`config.mk`:
```
export PLATFORM = sky130hd
export DESIGN_NAME = motor_reversal_interlock_throttle
export DESIGN_NICKNAME = d
export VERILOG_FILES = /design/src/rtl/rmi_pkg.sv /design/src/rtl/motor_reversal_interlock_throttle.sv /design/src/rtl/rmi_cfg.sv /design/src/rtl/rmi_core.sv
export SDC_FILE = /design/constraint.sdc
export NUM_CORES = 1
export LEC_CHECK = 0
export ABC_AREA = 1
export BUFFER_PORTS_ARGS = -buffer_cell sky130_fd_sc_hd__buf_2
export CORE_ASPECT_RATIO = 1.1
export CORE_UTILIZATION = 50
export CTS_CLUSTER_DIAMETER = 100
export DETAILED_ROUTE_END_ITERATION = 8
export GPL_ROUTABILITY_DRIVEN = 0
export PLACE_DENSITY = 0.67
export SYNTH_ARGS = -nofsm -noshare
export SYNTH_HDL_FRONTEND = slang
export SYNTH_SLANG_ARGS = --single-unit
```
`constraint.sdc`:
```
create_clock -name clk_i -period 27.1 [get_ports clk_i]
set_input_delay 1.355 -clock clk_i [delete_from_list [all_inputs] [get_ports clk_i]]
set_output_delay 1.355 -clock clk_i [all_outputs]
set_load 0.02 [all_outputs]
```
`src/rtl/rmi_pkg.sv`:
```
package rmi_pkg;

  localparam int unsigned DelayCountBitsDef = 16;

  localparam int unsigned RefW    = 16;
  localparam int unsigned DutyW   = 8;
  localparam int unsigned CfgW    = 16;
  localparam int unsigned CfgIdxW = 2;

  localparam logic [15:0] DeadBandRst       = 16'd1638;
  localparam logic [15:0] ReverseDelayRst   = 16'd500;
  localparam logic [15:0] MotorGainRst      = 16'd40960;
  localparam logic [7:0]  MotorOffsetRst    = 8'd0;

  typedef enum logic [1:0] {
    ACT_TICK  = 2'd0,
    ACT_REF   = 2'd1,
    ACT_BRAKE = 2'd2
  } rmi_action_e;

  typedef enum logic [CfgIdxW-1:0] {
    CFG_DEAD_BAND     = 2'd0,
    CFG_REVERSE_DELAY = 2'd1,
    CFG_GAIN          = 2'd2,
    CFG_MOTOR_OFFSET  = 2'd3
  } rmi_cfg_idx_e;

  typedef struct packed {
    logic [15:0] dead_band;
    logic [15:0] lockout_ticks;
    logic [15:0] scale_gain;
    logic [7:0]  motor_offset;
  } rmi_cfg_t;

  typedef struct packed {
    logic [DutyW-1:0] throttle_duty;
    logic             reverse_out;
    logic [DutyW-1:0] brake_duty;
    logic             held;
  } rmi_res_t;

endpackage

```
`src/rtl/motor_reversal_interlock_throttle.sv`:
```
// an accepted input passes through the input register, then the result register
// one item per cycle when not stalled; state updates as an item enters the result register
// in_stall_o rises only while the input register is full and a waiting result is stalled
// reset clears direction, lockout counter, throttle and brake levels and all valid flags
// config registers reset to their defaults; the block is locked out until enough ticks pass
module motor_reversal_interlock_throttle #(
  parameter int unsigned DELAY_COUNT_BITS = rmi_pkg::DelayCountBitsDef
) (
  input  logic                        clk_i,
  input  logic                        rst_ni,
  input  logic                        in_valid_i,
  output logic                        in_stall_o,
  input  logic [1:0]                  action_i,
  input  logic signed [15:0]          reference_i,
  input  logic [7:0]                  brake_level_i,
  output logic                        out_valid_o,
  input  logic                        out_stall_i,
  output logic [7:0]                  throttle_duty_o,
  output logic                        reverse_out_o,
  output logic [7:0]                  brake_duty_o,
  output logic                        held_o,
  input  logic                        cfg_we_i,
  input  logic [rmi_pkg::CfgIdxW-1:0] cfg_idx_i,
  input  logic [rmi_pkg::CfgW-1:0]    cfg_data_i
);

  rmi_pkg::rmi_cfg_t cfg;
  rmi_pkg::rmi_res_t res, out_q;

  logic        s1_valid_q;
  logic [1:0]  s1_action_q;
  logic [15:0] s1_ref_q;
  logic [7:0]  s1_brake_q;
  logic        out_valid_q;
  logic        pipe_en, fire, in_take;

  assign pipe_en    = !out_valid_q || !out_stall_i;
  assign fire       = s1_valid_q && pipe_en;
  assign in_stall_o = s1_valid_q && !pipe_en;
  assign in_take    = in_valid_i && !in_stall_o;

  rmi_cfg u_cfg (
    .clk_i      (clk_i),
    .rst_ni     (rst_ni),
    .cfg_we_i   (cfg_we_i),
    .cfg_idx_i  (cfg_idx_i),
    .cfg_data_i (cfg_data_i),
    .cfg_o      (cfg)
  );

  rmi_core #(
    .DELAY_COUNT_BITS (DELAY_COUNT_BITS)
  ) u_core (
    .clk_i         (clk_i),
    .rst_ni        (rst_ni),
    .cfg_i         (cfg),
    .fire_i        (fire),
    .action_i      (s1_action_q),
    .reference_i   (s1_ref_q),
    .brake_level_i (s1_brake_q),
    .res_o         (res)
  );

  always_ff @(posedge clk_i or negedge rst_ni) begin
    if (!rst_ni) begin
      s1_valid_q  <= 1'b0;
      out_valid_q <= 1'b0;
    end else begin
      if (!in_stall_o) begin
        s1_valid_q <= in_valid_i;
      end
      if (pipe_en) begin
        out_valid_q <= s1_valid_q;
      end
    end
  end

  always_ff @(posedge clk_i) begin
    if (in_take) begin
      s1_action_q <= action_i;
      s1_ref_q    <= reference_i;
      s1_brake_q  <= brake_level_i;
    end
    if (fire) begin
      out_q <= res;
    end
  end

  assign out_valid_o     = out_valid_q;
  assign throttle_duty_o = out_q.throttle_duty;
  assign reverse_out_o   = out_q.reverse_out;
  assign brake_duty_o    = out_q.brake_duty;
  assign held_o          = out_q.held;

  // a refused reference never carries throttle
  a_held_zero: assert property (@(posedge clk_i) disable iff (!rst_ni)
    (out_valid_q && out_q.held) |-> out_q.throttle_duty == '0)
    else $error("held result with nonzero throttle");

  // input side only backs up behind a stalled full result register
  a_stall_cause: assert property (@(posedge clk_i) disable iff (!rst_ni)
    in_stall_o |-> (out_valid_q && out_stall_i && s1_valid_q))
    else $error("input stalled without a blocked result");

  // a stalled result item stays put
  a_out_hold: assert property (@(posedge clk_i) disable iff (!rst_ni)
    (out_valid_q && out_stall_i) |=> (out_valid_q && $stable(out_q)))
    else $error("stalled result changed");

endmodule

```
`src/rtl/rmi_cfg.sv`:
```
module rmi_cfg (
  input  logic                        clk_i,
  input  logic                        rst_ni,
  input  logic                        cfg_we_i,
  input  logic [rmi_pkg::CfgIdxW-1:0] cfg_idx_i,
  input  logic [rmi_pkg::CfgW-1:0]    cfg_data_i,
  output rmi_pkg::rmi_cfg_t           cfg_o
);

  rmi_pkg::rmi_cfg_t cfg_q, cfg_d;

  always_comb begin
    cfg_d = cfg_q;
    if (cfg_we_i) begin
      unique case (rmi_pkg::rmi_cfg_idx_e'(cfg_idx_i))
        rmi_pkg::CFG_DEAD_BAND:     cfg_d.dead_band     = cfg_data_i;
        rmi_pkg::CFG_REVERSE_DELAY: cfg_d.lockout_ticks = cfg_data_i;
        rmi_pkg::CFG_GAIN:          cfg_d.scale_gain    = cfg_data_i;
        rmi_pkg::CFG_MOTOR_OFFSET:  cfg_d.motor_offset  = cfg_data_i[7:0];
        default: cfg_d = cfg_q;
      endcase
    end
  end

  always_ff @(posedge clk_i or negedge rst_ni) begin
    if (!rst_ni) begin
      cfg_q.dead_band     <= rmi_pkg::DeadBandRst;
      cfg_q.lockout_ticks <= rmi_pkg::ReverseDelayRst;
      cfg_q.scale_gain    <= rmi_pkg::MotorGainRst;
      cfg_q.motor_offset  <= rmi_pkg::MotorOffsetRst;
    end else begin
      cfg_q <= cfg_d;
    end
  end

  assign cfg_o = cfg_q;

endmodule

```
`src/rtl/rmi_core.sv`:
```
module rmi_core #(
  parameter int unsigned DELAY_COUNT_BITS = rmi_pkg::DelayCountBitsDef
) (
  input  logic                        clk_i,
  input  logic                        rst_ni,
  input  rmi_pkg::rmi_cfg_t           cfg_i,
  input  logic                        fire_i,
  input  logic [1:0]                  action_i,
  input  logic [rmi_pkg::RefW-1:0]    reference_i,
  input  logic [rmi_pkg::DutyW-1:0]   brake_level_i,
  output rmi_pkg::rmi_res_t           res_o
);

  localparam int unsigned CmpW = (DELAY_COUNT_BITS > 16) ? DELAY_COUNT_BITS : 16;

  logic                        rev_q, rev_d;
  logic [DELAY_COUNT_BITS-1:0] cnt_q, cnt_d;
  logic [7:0]                  thr_lvl_q, thr_lvl_d;
  logic [7:0]                  brk_q, brk_d;
  logic                        held;

  logic [17:0] ref_x, thr_x, neg_thr, ref_neg;
  logic [16:0] mag;
  logic        flip_fwd, flip_rev, flip;
  logic [DELAY_COUNT_BITS-1:0] cnt_eff;
  logic        locked;
  logic [32:0] prod;
  logic [10:0] sum;
  logic [7:0]  scaled_sat;

  // sign-extended reference and threshold compares
  assign ref_x    = {{2{reference_i[15]}}, reference_i};
  assign thr_x    = {2'b00, cfg_i.dead_band};
  assign neg_thr  = 18'd0 - thr_x;
  assign ref_neg  = 18'd0 - ref_x;
  assign mag      = ref_x[17] ? ref_neg[16:0] : ref_x[16:0];
  assign flip_fwd = !rev_q && ($signed(ref_x) < $signed(neg_thr));
  assign flip_rev = rev_q && ($signed(ref_x) > $signed(thr_x));
  assign flip     = flip_fwd || flip_rev;

  assign cnt_eff  = flip ? '0 : cnt_q;
  assign locked   = CmpW'(cnt_eff) < CmpW'(cfg_i.lockout_ticks);

  // gain q8.8 times magnitude q0.15, shift drops 23 fraction bits
  assign prod       = {17'd0, cfg_i.scale_gain} * {16'd0, mag};
  assign sum        = {1'b0, prod[32:23]} + {3'd0, cfg_i.motor_offset};
  assign scaled_sat = (|sum[10:8]) ? 8'hFF : sum[7:0];

  always_comb begin
    rev_d     = rev_q;
    cnt_d     = cnt_q;
    thr_lvl_d = thr_lvl_q;
    brk_d     = brk_q;
    held      = 1'b0;
    unique case (rmi_pkg::rmi_action_e'(action_i))
      rmi_pkg::ACT_TICK: begin
        if (cnt_q != {DELAY_COUNT_BITS{1'b1}}) begin
          cnt_d = cnt_q + 1'b1;
        end
      end
      rmi_pkg::ACT_REF: begin
        if (flip) begin
          rev_d = !rev_q;
        end
        cnt_d = cnt_eff;
        if (locked) begin
          thr_lvl_d = '0;
          held      = 1'b1;
        end else if (mag < {1'b0, cfg_i.dead_band}) begin
          thr_lvl_d = '0;
        end else begin
          thr_lvl_d = scaled_sat;
        end
      end
      rmi_pkg::ACT_BRAKE: brk_d = brake_level_i;
      default: ;
    endcase
  end

  always_ff @(posedge clk_i or negedge rst_ni) begin
    if (!rst_ni) begin
      rev_q     <= 1'b0;
      cnt_q     <= '0;
      thr_lvl_q <= '0;
      brk_q     <= '0;
    end else if (fire_i) begin
      rev_q     <= rev_d;
      cnt_q     <= cnt_d;
      thr_lvl_q <= thr_lvl_d;
      brk_q     <= brk_d;
    end
  end

  assign res_o.throttle_duty = thr_lvl_d;
  assign res_o.reverse_out   = rev_d;
  assign res_o.brake_duty    = brk_d;
  assign res_o.held          = held;

  // a direction change always restarts the lockout counter
  a_flip_restarts: assert property (@(posedge clk_i) disable iff (!rst_ni)
    !$stable(rev_q) |-> cnt_q == '0)
    else $error("direction changed without counter restart");

  // counter only moves up by one or back to zero
  a_cnt_step: assert property (@(posedge clk_i) disable iff (!rst_ni)
    (!$stable(cnt_q) && cnt_q != '0) |-> cnt_q == DELAY_COUNT_BITS'($past(cnt_q) + 1'b1))
    else $error("lockout counter jumped");

  // nonzero throttle only after lockout has expired
  a_lockout: assert property (@(posedge clk_i) disable iff (!rst_ni)
    (fire_i && held) |=> thr_lvl_q == '0)
    else $error("throttle driven during lockout");

endmodule
```
==> impl_metrics.toml <==
[grt]
grt_max_degree = 72
grt_pass1_wl_um = 69800
grt.total_usage = 0.271
antenna_found_initial = 0
grt_pass1_vias = 13728
overflow = 0

[timing]
tightest_slew_ns = 1.12
finalHoldViolCount = 0
finalSetupViolations = 0
setup-tns-final_ns = 0
finalWorstSetupSlack_ns = 16.89
post-route-period-util = 0.377
min_period_ns = 10.21
drv_slew = 0
skew_ns = 0.0107
max_freq_mhz = 98.0
rsz0062_at_grt = "false"
relSlewSlack = 0.252

[setup_path]
cp-startpoint = "s1_ref_q[0]$_DFFE_PP_"
slowest_delay_ns = 0.67
cp_data_required_time_ns = 27.27
critPathKind = "reg -> reg"
crit_path_start_kind = "flop"
cp_max_fo = 17
critPathMostFrequentCell = "inv_1"
crit_path_end_kind = "flop"
crit_slowest_cell = "edfxtp_1"
crit_arrival_ns = 10.38
r2r_start = "s1_ref_q[0]$_DFFE_PP_"
rrSetupSlack_ns = 16.89

[final_layout]
seq_area_mm2 = 0.00362
nFillCells = 2888
fin_nets = 2488
drive_gt1_frac = 0.0633
multi_input_area_mm2 = 0.0109
stdcell_count = 2489
area_growth_pct = 7.98

[clock_network]
insertion_delay_ns = 0.43
postCtsSetupRepairBufs = 0
root_buffer = "clkbuf_16"
clockBufferDepth = 2
holdBufCountCts = 0
h-tree-depth = 4
clock-sinks = 135
cts_tree = "built"
numCtsBuffers = 17
clk_pin_slew_ns = 0.06
ctsResizeCount = 0

[logic_synthesis]
synth_most_common_cell = "nand2_1"
yosys-top-cells-count = "nand2_1 (470), inv_1 (434), fa_1 (208)"
synthDominantCellAreaShare = 0.255
synth_seq_cells = 135
synth_edf_count = 44
syn-cell-area_mm2 = 0.0163
synthFlopType = "dfrtp_1"
ys_seq_area_frac = 0.222
synthTopCellsByArea = "fa_1 (26%), ha_1 (14%), dfrtp_1 (12%)"
yosys_warnings = 0
synth_top_area_cell = "fa_1"
async_flop_share = 0.674
avgSynthCellArea_um2 = 8.13
synthCells = 2005
synthDistinctLibCells = 49

[detailed_routing]
first_pass_iters = 5
ant_nets = 0
drt-initial-drc-count = 811
routed_wl_um = 42200
vias_per_cell = 5.30
dr_total_vias = 13197
drc = 0
routedWlPerCell_um = 16.9

[floorplan]
dieArea_mm2 = 0.0333
rows = 68
fp.dieW_um = 174
core-area_mm2 = 0.0317
die_h_um = 191
io_pins = 69
floorplan.initialDensity = 0.514

[placed_design]
place_ws_ns = 16.99
dp_hpwl_um = 33400
port-buffer-count = 68
dp.cells = 2456

[worst_hold_path]
hp-start = "u_core.thr_lvl_q[0]$_DFFE_PN0P_"
hp-class = "reg -> reg"

[job]
drv_cap = 0

[status]
outcome = "finished, final reports clean"
==> cells by family after synthesis <==
logic type	synth area share
fa+ha+maj	0.391
other cells	0.000461
buf+inv	0.115
xor+xnor	0.0173
compound gates	0.0713
flops	0.222
simple gates	0.184
==> routing by layer <==
metal  vias to the layer above  track usage  wire length (um)
li1                       6212            -                 -
met1                      6474        0.331             17200
met2                       429        0.482             20900
met3                        82       0.0380              2600
met4                         0        0.109              1480
met5                         -            0                 0
==> through the flow <==
step / hold slack [ns] / utilization / cell area [um^2]
2_1_floorplan: 0.434 / - / 16400
3_3_place_gp: 0.462 / 0.537 / 17000
3_5_place_dp: 0.473 / 0.537 / 17000
4_1_cts: 0.488 / 0.554 / 17600
5_1_grt: 0.507 / 0.554 / 17600
6_report: 0.484 / 0.555 / 17600
==> placed cells by master (no fill, tap or decap), types with 44 or more instances in the layout <==
cell	count
a21oi_1	72
buf_2	67
dfrtp_1	77
edfxtp_1	44
fa_1	208
ha_1	176
inv_1	434
nand2_1	470
nor2_1	184
o21ai_0	104
==> critical path: cells and delay by family (launching register included) <==
kind | cells | cell delay (ns)
buffers and inverters | 12 | 1.05
adder cells (fa/ha/maj) | 10 | 3.99
flip-flops | 1 | 0.67
AO/OA/AOI/OAI | 8 | 1.60
XOR/XNOR | 1 | 0.19
AND/OR/NAND/NOR | 17 | 2.40
==> flip-flops by register name (all words and copies together) (netlist names), 2 cells and up <==
signal / flops
throttle_duty_o: 8
u_core.brk_q: 8
s1_brake_q: 8
u_cfg.cfg_o: 56
brake_duty_o: 8
u_core.thr_lvl_q: 8
s1_ref_q: 16
u_core.cnt_q: 16
s1_action_q: 2
==> final timing paths <==
path / endpoint / depth (start not counted)
setup reg to reg: throttle_duty_o[3]$_DFFE_PP_ / 48
max in group asynchronous: u_cfg.cfg_o[54]$_DFFE_PN0P_ / 2
min in group asynchronous: u_core.brk_q[6]$_DFFE_PN0P_ / 1
setup / recovery: throttle_duty_o[3]$_DFFE_PP_ / 48
hold / removal: u_core.thr_lvl_q[0]$_DFFE_PN0P_ / 2
hold reg to reg: u_core.thr_lvl_q[0]$_DFFE_PN0P_ / 2
==> cell type report <==
cell class | count | share of cell area
tap | 420 | 0.0299
multi-input combinational | 1390 | 0.618
clock buffer | 18 | 0.0244
antenna | 1 | 0.000142
clock inverter | 14 | 0.00754
sequential | 135 | 0.205
timing repair buffer | 71 | 0.0208
inverter | 440 | 0.0938
Power is not shown: default switching activity piles up to over one toggle a cycle in this logic, so the estimate is an artifact.
